File: src/rtl/text_column_field_selector_macros.svh
// Assertion macros shared by the selector modules.
// Each macro expects a clock named clk and a reset named rst in scope.
`ifndef TEXT_COLUMN_FIELD_SELECTOR_MACROS_SVH
`define TEXT_COLUMN_FIELD_SELECTOR_MACROS_SVH

// The consequent must hold in the same cycle as the antecedent.
`define TCFS_ASSERT_NOW(lbl, ante, cons) \
  lbl: assert property (@(posedge clk) disable iff (rst) (ante) |-> (cons)) \
    else $error("tcfs assertion failed");

// The consequent must hold in the cycle after the antecedent.
`define TCFS_ASSERT_NEXT(lbl, ante, cons) \
  lbl: assert property (@(posedge clk) disable iff (rst) (ante) |=> (cons)) \
    else $error("tcfs assertion failed");

`endif

File: src/rtl/tcfs_pkg.sv
package tcfs_pkg;

  // Sizes of the first-field buffer and the range list.
  localparam int FIRST_FIELD_DEPTH = 62;
  localparam int ADDR_W            = $clog2(FIRST_FIELD_DEPTH);
  localparam int CNT_W             = $clog2(FIRST_FIELD_DEPTH + 1);
  localparam int RANGE_COUNT       = 3;
  localparam int RANGE_PTR_W       = 2;

  // Configuration port widths.
  localparam int CFG_INDEX_W = 3;
  localparam int CFG_DATA_W  = 16;

  // Register indexes.
  localparam logic [CFG_INDEX_W-1:0] REG_SELECT_MODE   = 3'd0;
  localparam logic [CFG_INDEX_W-1:0] REG_DELIMITER     = 3'd1;
  localparam logic [CFG_INDEX_W-1:0] REG_RANGE_A_START = 3'd2;
  localparam logic [CFG_INDEX_W-1:0] REG_RANGE_A_END   = 3'd3;
  localparam logic [CFG_INDEX_W-1:0] REG_RANGE_B_START = 3'd4;
  localparam logic [CFG_INDEX_W-1:0] REG_RANGE_B_END   = 3'd5;
  localparam logic [CFG_INDEX_W-1:0] REG_RANGE_C_START = 3'd6;
  localparam logic [CFG_INDEX_W-1:0] REG_RANGE_C_END   = 3'd7;

  // Mode codes and character constants.
  localparam logic [1:0]  MODE_COLUMN     = 2'd0;
  localparam logic [7:0]  LINE_END        = 8'd10;
  localparam logic [7:0]  DELIMITER_RESET = 8'd9;
  localparam logic [15:0] OPEN_END        = 16'hFFFF;
  localparam logic [15:0] COUNT_MAX       = 16'hFFFF;

  // Configuration registers.
  typedef struct packed {
    logic [1:0]  select_mode;
    logic [7:0]  delimiter_char;
    logic [15:0] range_a_start;
    logic [15:0] range_a_end;
    logic [15:0] range_b_start;
    logic [15:0] range_b_end;
    logic [15:0] range_c_start;
    logic [15:0] range_c_end;
  } cfg_t;

  // What one accepted byte produces: an optional drain of the buffered
  // first field followed by an optional single byte.
  typedef struct packed {
    logic             drain;
    logic [CNT_W-1:0] count;
    logic             tail;
    logic [7:0]       tail_byte;
    logic             flag;
  } plan_t;

  // Write request into the first-field store.
  typedef struct packed {
    logic              en;
    logic [ADDR_W-1:0] addr;
    logic [7:0]        data;
  } wr_t;

  // Read request into the first-field store.
  typedef struct packed {
    logic              en;
    logic [ADDR_W-1:0] addr;
  } rd_t;

  // Saturating increment, also the field number of a delimiter count.
  function automatic logic [15:0] sat_inc(input logic [15:0] v);
    sat_inc = (v != COUNT_MAX) ? v + 16'd1 : COUNT_MAX;
  endfunction

  function automatic logic [15:0] start_of(input cfg_t c, input logic [RANGE_PTR_W-1:0] r);
    case (r)
      2'd0:    start_of = c.range_a_start;
      2'd1:    start_of = c.range_b_start;
      2'd2:    start_of = c.range_c_start;
      default: start_of = 16'd0;
    endcase
  endfunction

  function automatic logic [15:0] end_of(input cfg_t c, input logic [RANGE_PTR_W-1:0] r);
    case (r)
      2'd0:    end_of = c.range_a_end;
      2'd1:    end_of = c.range_b_end;
      2'd2:    end_of = c.range_c_end;
      default: end_of = 16'd0;
    endcase
  endfunction

endpackage

File: src/rtl/tcfs_store.sv
module tcfs_store (
  input  logic               clk,
  input  tcfs_pkg::wr_t      wr,
  input  tcfs_pkg::rd_t      rd,
  output logic [7:0]         rd_data
);

  logic [7:0] mem [0:tcfs_pkg::FIRST_FIELD_DEPTH-1];

  // Single write port.
  always_ff @(posedge clk) begin
    if (wr.en) begin
      mem[wr.addr] <= wr.data;
    end
  end

  // Registered read port; the data holds while no read is issued.
  always_ff @(posedge clk) begin
    if (rd.en) begin
      rd_data <= mem[rd.addr];
    end
  end

endmodule

File: src/rtl/tcfs_line.sv
module tcfs_line (
  input  logic                                clk,
  input  logic                                rst,
  input  logic                                cfg_valid,
  input  logic [tcfs_pkg::CFG_INDEX_W-1:0]    cfg_index,
  input  logic [tcfs_pkg::CFG_DATA_W-1:0]     cfg_data,
  output logic                                cfg_ready,
  input  logic                                in_accept,
  input  logic [7:0]                          in_byte,
  output tcfs_pkg::plan_t                     plan,
  output tcfs_pkg::wr_t                       wr
);

  tcfs_pkg::cfg_t cfg;

  logic [15:0]                        position_count, position_count_next;
  logic                               inside_range, inside_range_next;
  logic [tcfs_pkg::RANGE_PTR_W-1:0]   range_pointer, range_pointer_next;
  logic                               delimiter_pending, delimiter_pending_next;
  logic                               delimiter_seen, delimiter_seen_next;
  logic [tcfs_pkg::CNT_W-1:0]         first_field_count, first_field_count_next;
  logic                               overflow_mark, overflow_mark_next;

  logic                               suppress;
  logic                               ptr_live;
  logic [15:0]                        field_no;

  assign cfg_ready = 1'b1;
  assign suppress  = cfg.select_mode[1];

  // Configuration registers, written whenever a request arrives.
  always_ff @(posedge clk) begin
    if (rst) begin
      cfg.select_mode    <= tcfs_pkg::MODE_COLUMN;
      cfg.delimiter_char <= tcfs_pkg::DELIMITER_RESET;
      cfg.range_a_start  <= '0;
      cfg.range_a_end    <= '0;
      cfg.range_b_start  <= '0;
      cfg.range_b_end    <= '0;
      cfg.range_c_start  <= '0;
      cfg.range_c_end    <= '0;
    end else if (cfg_valid) begin
      case (cfg_index)
        tcfs_pkg::REG_SELECT_MODE:   cfg.select_mode    <= cfg_data[1:0];
        tcfs_pkg::REG_DELIMITER:     cfg.delimiter_char <= cfg_data[7:0];
        tcfs_pkg::REG_RANGE_A_START: cfg.range_a_start  <= cfg_data;
        tcfs_pkg::REG_RANGE_A_END:   cfg.range_a_end    <= cfg_data;
        tcfs_pkg::REG_RANGE_B_START: cfg.range_b_start  <= cfg_data;
        tcfs_pkg::REG_RANGE_B_END:   cfg.range_b_end    <= cfg_data;
        tcfs_pkg::REG_RANGE_C_START: cfg.range_c_start  <= cfg_data;
        tcfs_pkg::REG_RANGE_C_END:   cfg.range_c_end    <= cfg_data;
        default: begin
        end
      endcase
    end
  end

  // Decode one byte against the line state. The steps below follow the
  // order of opening, closing and re-opening a range within one byte.
  always_comb begin
    position_count_next    = position_count;
    inside_range_next      = inside_range;
    range_pointer_next     = range_pointer;
    delimiter_pending_next = delimiter_pending;
    delimiter_seen_next    = delimiter_seen;
    first_field_count_next = first_field_count;
    overflow_mark_next     = overflow_mark;
    plan                   = '0;
    wr                     = '0;
    wr.addr                = first_field_count[tcfs_pkg::ADDR_W-1:0];
    wr.data                = in_byte;
    ptr_live               = 1'b0;
    field_no               = '0;

    if (cfg.select_mode == tcfs_pkg::MODE_COLUMN) begin
      if (in_byte == tcfs_pkg::LINE_END) begin
        plan.tail      = 1'b1;
        plan.tail_byte = tcfs_pkg::LINE_END;
      end else begin
        position_count_next = tcfs_pkg::sat_inc(position_count);
        ptr_live = range_pointer < tcfs_pkg::RANGE_PTR_W'(tcfs_pkg::RANGE_COUNT);
        if (!inside_range_next && ptr_live &&
            position_count_next == tcfs_pkg::start_of(cfg, range_pointer_next)) begin
          inside_range_next = 1'b1;
        end
        if (inside_range_next) begin
          plan.tail      = 1'b1;
          plan.tail_byte = in_byte;
          if (ptr_live &&
              tcfs_pkg::end_of(cfg, range_pointer_next) != tcfs_pkg::OPEN_END &&
              position_count_next == tcfs_pkg::end_of(cfg, range_pointer_next)) begin
            inside_range_next  = 1'b0;
            range_pointer_next = range_pointer_next + 1'b1;
          end
        end
      end
    end else begin
      plan.flag = overflow_mark;
      if (in_byte == tcfs_pkg::LINE_END) begin
        // A line without a delimiter is passed whole or dropped.
        if (!delimiter_seen) begin
          if (!suppress) begin
            plan.drain     = 1'b1;
            plan.count     = first_field_count;
            plan.tail      = 1'b1;
            plan.tail_byte = tcfs_pkg::LINE_END;
          end
        end else begin
          plan.tail      = 1'b1;
          plan.tail_byte = tcfs_pkg::LINE_END;
        end
      end else if (in_byte == cfg.delimiter_char) begin
        field_no = tcfs_pkg::sat_inc(position_count);
        // First delimiter: decide on the buffered first field.
        if (!delimiter_seen) begin
          delimiter_seen_next = 1'b1;
          ptr_live = range_pointer_next < tcfs_pkg::RANGE_PTR_W'(tcfs_pkg::RANGE_COUNT);
          if (!inside_range_next && ptr_live &&
              field_no == tcfs_pkg::start_of(cfg, range_pointer_next)) begin
            inside_range_next = 1'b1;
          end
          if (inside_range_next) begin
            delimiter_pending_next = 1'b1;
            plan.drain             = 1'b1;
            plan.count             = first_field_count;
          end
        end
        // Close the field that ends here.
        ptr_live = range_pointer_next < tcfs_pkg::RANGE_PTR_W'(tcfs_pkg::RANGE_COUNT);
        if (inside_range_next && ptr_live &&
            tcfs_pkg::end_of(cfg, range_pointer_next) != tcfs_pkg::OPEN_END &&
            field_no == tcfs_pkg::end_of(cfg, range_pointer_next)) begin
          inside_range_next  = 1'b0;
          range_pointer_next = range_pointer_next + 1'b1;
        end
        position_count_next = tcfs_pkg::sat_inc(position_count);
        // Enter the next field; a joining delimiter goes out if one is owed.
        ptr_live = range_pointer_next < tcfs_pkg::RANGE_PTR_W'(tcfs_pkg::RANGE_COUNT);
        if (!inside_range_next && ptr_live &&
            tcfs_pkg::sat_inc(position_count_next) ==
            tcfs_pkg::start_of(cfg, range_pointer_next)) begin
          inside_range_next = 1'b1;
        end
        if (inside_range_next) begin
          if (delimiter_pending_next) begin
            plan.tail      = 1'b1;
            plan.tail_byte = cfg.delimiter_char;
          end
          delimiter_pending_next = 1'b1;
        end
      end else if (!delimiter_seen) begin
        // Buffer the first field; bytes that do not fit are dropped.
        if (first_field_count < tcfs_pkg::CNT_W'(tcfs_pkg::FIRST_FIELD_DEPTH)) begin
          wr.en                  = in_accept;
          first_field_count_next = first_field_count + 1'b1;
        end else begin
          overflow_mark_next = 1'b1;
        end
      end else if (inside_range) begin
        plan.tail      = 1'b1;
        plan.tail_byte = in_byte;
      end
    end

    // A newline ends the line in every mode.
    if (in_byte == tcfs_pkg::LINE_END) begin
      position_count_next    = '0;
      inside_range_next      = 1'b0;
      range_pointer_next     = '0;
      delimiter_pending_next = 1'b0;
      delimiter_seen_next    = 1'b0;
      first_field_count_next = '0;
      overflow_mark_next     = 1'b0;
    end
  end

  // Line state advances on each accepted byte.
  always_ff @(posedge clk) begin
    if (rst) begin
      position_count    <= '0;
      inside_range      <= 1'b0;
      range_pointer     <= '0;
      delimiter_pending <= 1'b0;
      delimiter_seen    <= 1'b0;
      first_field_count <= '0;
      overflow_mark     <= 1'b0;
    end else if (in_accept) begin
      position_count    <= position_count_next;
      inside_range      <= inside_range_next;
      range_pointer     <= range_pointer_next;
      delimiter_pending <= delimiter_pending_next;
      delimiter_seen    <= delimiter_seen_next;
      first_field_count <= first_field_count_next;
      overflow_mark     <= overflow_mark_next;
    end
  end

endmodule

File: src/rtl/tcfs_drain.sv
module tcfs_drain (
  input  logic                   clk,
  input  logic                   rst,
  input  logic                   s_tvalid,
  output logic                   s_tready,
  input  tcfs_pkg::plan_t        plan,
  output tcfs_pkg::rd_t          rd,
  input  logic [7:0]             rd_data,
  output logic                   m_tvalid,
  input  logic                   m_tready,
  output logic [7:0]             m_tdata,
  output logic                   m_tlast,
  output logic                   m_tuser
);

  `include "text_column_field_selector_macros.svh"

  localparam logic ST_IDLE  = 1'b0;
  localparam logic ST_DRAIN = 1'b1;

  logic                       state;
  logic                       out_valid;
  logic [7:0]                 out_byte;
  logic                       out_last;
  logic                       out_flag;
  logic [tcfs_pkg::CNT_W-1:0] idx;
  logic [tcfs_pkg::CNT_W-1:0] fill;
  logic                       tail;
  logic [7:0]                 tail_byte;
  logic                       flag;
  logic                       rd_pend;
  logic                       rd_last;

  logic                       accept;
  logic                       slot_free;
  logic                       move;
  logic                       issue;
  logic                       done;
  logic                       start_drain;

  assign slot_free   = !out_valid || m_tready;
  assign s_tready    = (state == ST_IDLE) && slot_free;
  assign accept      = s_tvalid && s_tready;
  assign start_drain = plan.drain && (plan.count != '0);
  assign move        = (state == ST_DRAIN) && rd_pend && slot_free;
  assign issue       = (state == ST_DRAIN) && (idx != fill) && (!rd_pend || move);
  assign done        = (state == ST_DRAIN) && (idx == fill) && !rd_pend &&
                       (!tail || slot_free);

  assign rd.en   = issue;
  assign rd.addr = idx[tcfs_pkg::ADDR_W-1:0];

  assign m_tvalid = out_valid;
  assign m_tdata  = out_byte;
  assign m_tlast  = out_last;
  assign m_tuser  = out_flag;

  // Sequencer: walks the store, then sends the trailing byte.
  always_ff @(posedge clk) begin
    if (rst) begin
      state   <= ST_IDLE;
      idx     <= '0;
      fill    <= '0;
      rd_pend <= 1'b0;
    end else begin
      case (state)
        ST_IDLE: begin
          if (accept && start_drain) begin
            state   <= ST_DRAIN;
            idx     <= '0;
            fill    <= plan.count;
            rd_pend <= 1'b0;
          end
        end
        ST_DRAIN: begin
          if (issue) begin
            idx     <= idx + 1'b1;
            rd_pend <= 1'b1;
          end else if (move) begin
            rd_pend <= 1'b0;
          end
          if (done) begin
            state <= ST_IDLE;
          end
        end
        default: begin
          state <= ST_IDLE;
        end
      endcase
    end
  end

  // Request details held for the length of a drain.
  always_ff @(posedge clk) begin
    if (accept) begin
      tail      <= plan.tail;
      tail_byte <= plan.tail_byte;
      flag      <= plan.flag;
    end
    if (issue) begin
      rd_last <= (idx == fill - 1'b1) && !tail;
    end
  end

  // Output register: one result waiting for the far side.
  always_ff @(posedge clk) begin
    if (rst) begin
      out_valid <= 1'b0;
    end else if ((accept && !start_drain && plan.tail) || move || (done && tail)) begin
      out_valid <= 1'b1;
    end else if (m_tready) begin
      out_valid <= 1'b0;
    end
  end

  always_ff @(posedge clk) begin
    if (accept && !start_drain && plan.tail) begin
      out_byte <= plan.tail_byte;
      out_last <= 1'b1;
      out_flag <= plan.flag;
    end else if (move) begin
      out_byte <= rd_data;
      out_last <= rd_last;
      out_flag <= flag;
    end else if (done && tail) begin
      out_byte <= tail_byte;
      out_last <= 1'b1;
      out_flag <= flag;
    end
  end

  `TCFS_ASSERT_NOW(a_read_in_fill, issue, idx < fill)
  `TCFS_ASSERT_NOW(a_pend_in_drain, rd_pend, state == ST_DRAIN)
  `TCFS_ASSERT_NOW(a_partial_in_drain, out_valid && !out_last, state == ST_DRAIN)
  `TCFS_ASSERT_NEXT(a_drain_starts, accept && start_drain, state == ST_DRAIN)

endmodule

File: src/rtl/text_column_field_selector.sv
// A single result is on the output in the cycle after its byte is accepted.
// Throughput: one byte per cycle while the output is taken and no field is buffered out.
// A byte that releases a buffered first field holds the input until the drain ends: the
// store's registered read port sends one buffered byte a cycle while the output is taken.
// Reset (rst, synchronous): registers to reset values, line state cleared; the
// first-field store keeps its contents and needs no clearing pass.
module text_column_field_selector (
  input  logic                             clk,
  input  logic                             rst,
  // Input text: [7:0] text_byte.
  input  logic                             s_tvalid,
  output logic                             s_tready,
  input  logic [7:0]                       s_tdata,
  // Results: [7:0] out_byte; tlast is last_of_run.
  output logic                             m_tvalid,
  input  logic                             m_tready,
  output logic [7:0]                       m_tdata,
  output logic                             m_tlast,
  // [0] overflow_flag.
  output logic                             m_tuser,
  // Register writes.
  input  logic                             cfg_valid,
  output logic                             cfg_ready,
  input  logic [tcfs_pkg::CFG_INDEX_W-1:0] cfg_index,
  input  logic [tcfs_pkg::CFG_DATA_W-1:0]  cfg_data
);

  tcfs_pkg::plan_t plan;
  tcfs_pkg::wr_t   wr;
  tcfs_pkg::rd_t   rd;
  logic [7:0]      rd_data;
  logic            in_accept;

  assign in_accept = s_tvalid && s_tready;

  // Line state, registers and byte decoding.
  tcfs_line u_line (
    .clk       (clk),
    .rst       (rst),
    .cfg_valid (cfg_valid),
    .cfg_index (cfg_index),
    .cfg_data  (cfg_data),
    .cfg_ready (cfg_ready),
    .in_accept (in_accept),
    .in_byte   (s_tdata),
    .plan      (plan),
    .wr        (wr)
  );

  // First-field buffer.
  tcfs_store u_store (
    .clk     (clk),
    .wr      (wr),
    .rd      (rd),
    .rd_data (rd_data)
  );

  // Result sequencing and output register.
  tcfs_drain u_drain (
    .clk      (clk),
    .rst      (rst),
    .s_tvalid (s_tvalid),
    .s_tready (s_tready),
    .plan     (plan),
    .rd       (rd),
    .rd_data  (rd_data),
    .m_tvalid (m_tvalid),
    .m_tready (m_tready),
    .m_tdata  (m_tdata),
    .m_tlast  (m_tlast),
    .m_tuser  (m_tuser)
  );

endmodule
File: config.mk
export PLATFORM = sky130hd
export DESIGN_NAME = text_column_field_selector
export DESIGN_NICKNAME = d
export VERILOG_FILES = /design/src/rtl/tcfs_pkg.sv /design/src/rtl/tcfs_store.sv /design/src/rtl/tcfs_line.sv /design/src/rtl/tcfs_drain.sv /design/src/rtl/text_column_field_selector.sv
export VERILOG_INCLUDE_DIRS = /design/src /design/src/rtl
export SDC_FILE = /design/constraint.sdc
export NUM_CORES = 1
export LEC_CHECK = 0
export ABC_AREA = 1
export BUFFER_PORTS_ARGS = -buffer_cell sky130_fd_sc_hd__buf_2
export CORE_MARGIN = 5
export CORE_UTILIZATION = 49
export DETAILED_ROUTE_END_ITERATION = 12
export MAX_ROUTING_LAYER = met4
export PLACE_DENSITY = 0.73
export SLEW_MARGIN = 25
export SYNTH_ARGS = -nofsm -noshare
export SYNTH_HDL_FRONTEND = slang
export SYNTH_SLANG_ARGS = --single-unit
File: constraint.sdc
create_clock -name clk -period 12.1 [get_ports clk]
set_input_delay 2.42 -clock clk [delete_from_list [all_inputs] [get_ports clk]]
set_output_delay 2.42 -clock clk [all_outputs]
set_load 0.02 [all_outputs]
==> metrics <==
area grow syn2layout=10.0%; Root Buffer=clkbuf_16; Congestion Overflow GR=0; Seq cells post-synth=674; setup_tns=0 ns; Pre-antenna DRT Iters=6; Final #Nets=3096; critical path class=primary input to register; largest net degree at the start of global routing=110; critical path data required time=12.35 ns; clock buffer depth=3; vias in the first global route=21400; CTS sink cnt=674; commonest non-fill, non-tap cell in the layout=nor2_1; Wirelength per Cell=21.5 um; layout cell share with drive strength beyond 1=7.94%; die area=66100 um^2; final clock skew=0.0240 ns; DR DRC count=0; Avg Inst Size Synth=9.75 um^2; Fin. Hold Viols=0; core area=60500 um^2; Clock Latency Late Sink=0.63 ns; Final Hold Slack=0.457 ns; Starting Density=49.5%; setup violators final=0; min-delay worst type=register to register; Chip Width=257 um; post-synthesis sequential area ratio=62.6%; pins over their slew limit=0; IO Pins=45; unrepaired setup endpoints after global routing=false; Critical Path Fanout Max=38; Leakage=11.9 nW; clock period minus worst slack=5.52 ns; fillcell total=5209; Main synth FF type=edfxtp_1; CP Launch Type=primary input; critical path capture point type=register; status=complete, no violations; DP Wirelength=53.0 mm; DRT Wirelength=83.8 mm; ranking of synthesized cells by area=edfxtp_1 (53%), dfxtp_1 (10%), nor2_1 (7.8%); Via Count=23200; row cnt=90; initial antenna violation count=1; pre-CTS setup slack=6.03 ns; # H-tree levels=3; Mapped Area=29900 um^2; CTS tree=done; Buffers on Ports=43; Die Span Y=257 um; CTS resizes=0; Synth Net Count=3110; top cell type's share of synthesized area=52.6%; Antenna Nets Post-Route=0; Syn Inst Count=3068; worst slew pin tran=1.07 ns; ys async rst share=0%; Distinct cells, synth=58; Max Cap Violations=0; Post-CTS Setup Bufs=0; number of synthesized flops with an enable pin=524; vias per inst=5.96; GRT Total Usage=25.2%; crit share post-route=45.6%; Slew HR=28.4%; CTS buffer count=69; multi-input logic area=9990 um^2; initial DRC count=2864; synth warn=0; maximum VDD drop=0.0000978 V; RD Place Congestion=0.964; # hold bufs at CTS=0; WP data arrival=5.78 ns; dominant cell type by area after synthesis=edfxtp_1; setup ws final=6.58 ns; most frequent cells in the layout=nor2_1 (617), edfxtp_1 (524), nand2_1 (509); sequential cell area=18700 um^2; Max Clk Rate=181 MHz; global-route wire length before repair=127 mm; Worst-path clk slew=0.06 ns; pwr/cell area=146 nW/um^2
[flip-flops by register name (all words and copies together) (netlist names), 2 cells and up]
register                  count
u_store.rd_data               8
u_line.cfg                  106
u_drain.m_tdata               8
u_drain.idx                   6
u_line.first_field_count      6
u_store.mem                 496
u_drain.fill                  6
u_line.range_pointer          2
u_line.position_count        16
u_drain.tail_byte             8
[synth_stat cells, types with 2 or more instances]
cell type,number
a211oi_1,4
a21o_1,2
a21oi_1,64
a22oi_1,2
a31oi_1,10
a32o_1,3
and2_1,2
buf_4,3
buf_6,6
clkbuf_1,144
clkinv_1,5
dfxtp_1,150
edfxtp_1,524
ha_1,10
inv_1,133
inv_2,7
nand2_1,509
nand2_2,11
nand2_4,8
nand3_1,145
nand3_2,12
nand3_4,2
nand3b_1,8
nand4_1,50
nor2_1,621
nor2_2,7
nor2_4,5
nor3_1,19
nor3b_1,3
nor4_1,2
o2111ai_1,3
o211ai_1,24
o21ai_0,384
o21ai_1,5
o21bai_1,2
o221ai_1,35
o22ai_1,87
or2_2,2
xnor2_1,10
xor2_1,27
[cell type report]
type	instances	share of cell area, %
antenna	1	0.00760
clock buffer	93	5.86
clock inverter	33	0.878
inverter	146	1.69
multi-input combinational	2091	30.3
sequential	674	56.9
tap	782	2.97
timing repair buffer	72	1.32
[critical path, stage by stage]
cell and delay, ns:
buf_2 0.08, buf_4 0.44, xor2_1 0.19, nor3_1 0.07, nand2_1 0.20, nand3_1 0.18
nor3_2 0.75, nand4_1 0.64, nor2_1 0.75
[per-layer routing]
layer  track usage [%]  routed length [um]  vias to the layer above
met1              34.3               33600                    11000
met5                 -                   0                        -
met4              10.2                3410                        0
met3              4.24                8370                      209
li1                  -                   -                    10700
met2              38.2               38400                     1317
[stage by stage]
stage          util [%]  std cells  cell area (um^2)  total power [mW]
4_1_cts            54.4       3891             32900              4.83
2_1_floorplan         -       3068             29900              2.69
3_5_place_dp       50.8       3765             30700              2.78
3_3_place_gp       50.8       3765             30700              2.78
5_1_grt            54.4       3892             32900              4.95
6_report           54.4       3892             32900              4.82
[worst paths after layout]
path / from / to / slack (ns) / cells past startpoint
hold reg to reg: u_line.overflow_mark / u_line.overflow_mark / 0.46 / 2
setup reg to reg: u_line.range_pointer[0] / u_drain.m_tdata[1] / 6.58 / 27
hold / removal: u_line.overflow_mark / u_line.overflow_mark / 0.46 / 2
setup / recovery: s_tdata[7] / u_store.mem[11][4] / 6.58 / 9
[cells by family (layout without fill, tap and decap cells)]
logic type,after synthesis,count (layout),share of synthesized area [%]
fa+ha+maj,10,10,0.418
flops,674,674,62.6
buf+inv,303,344,4.04
xor+xnor,38,38,1.14
compound gates,633,633,11.9
simple gates,1409,1409,19.8
other cells,1,2,0.0125
[where the power goes]
group          switching (mW)  internal, mW  leakage [nW]
Sequential             0.0124          2.51          5.94
Combinational           0.159        0.0497          4.90
Clock                   0.907          1.18          1.09
Total                    1.08          3.74          11.9
(Power assumes the default switching activity.)
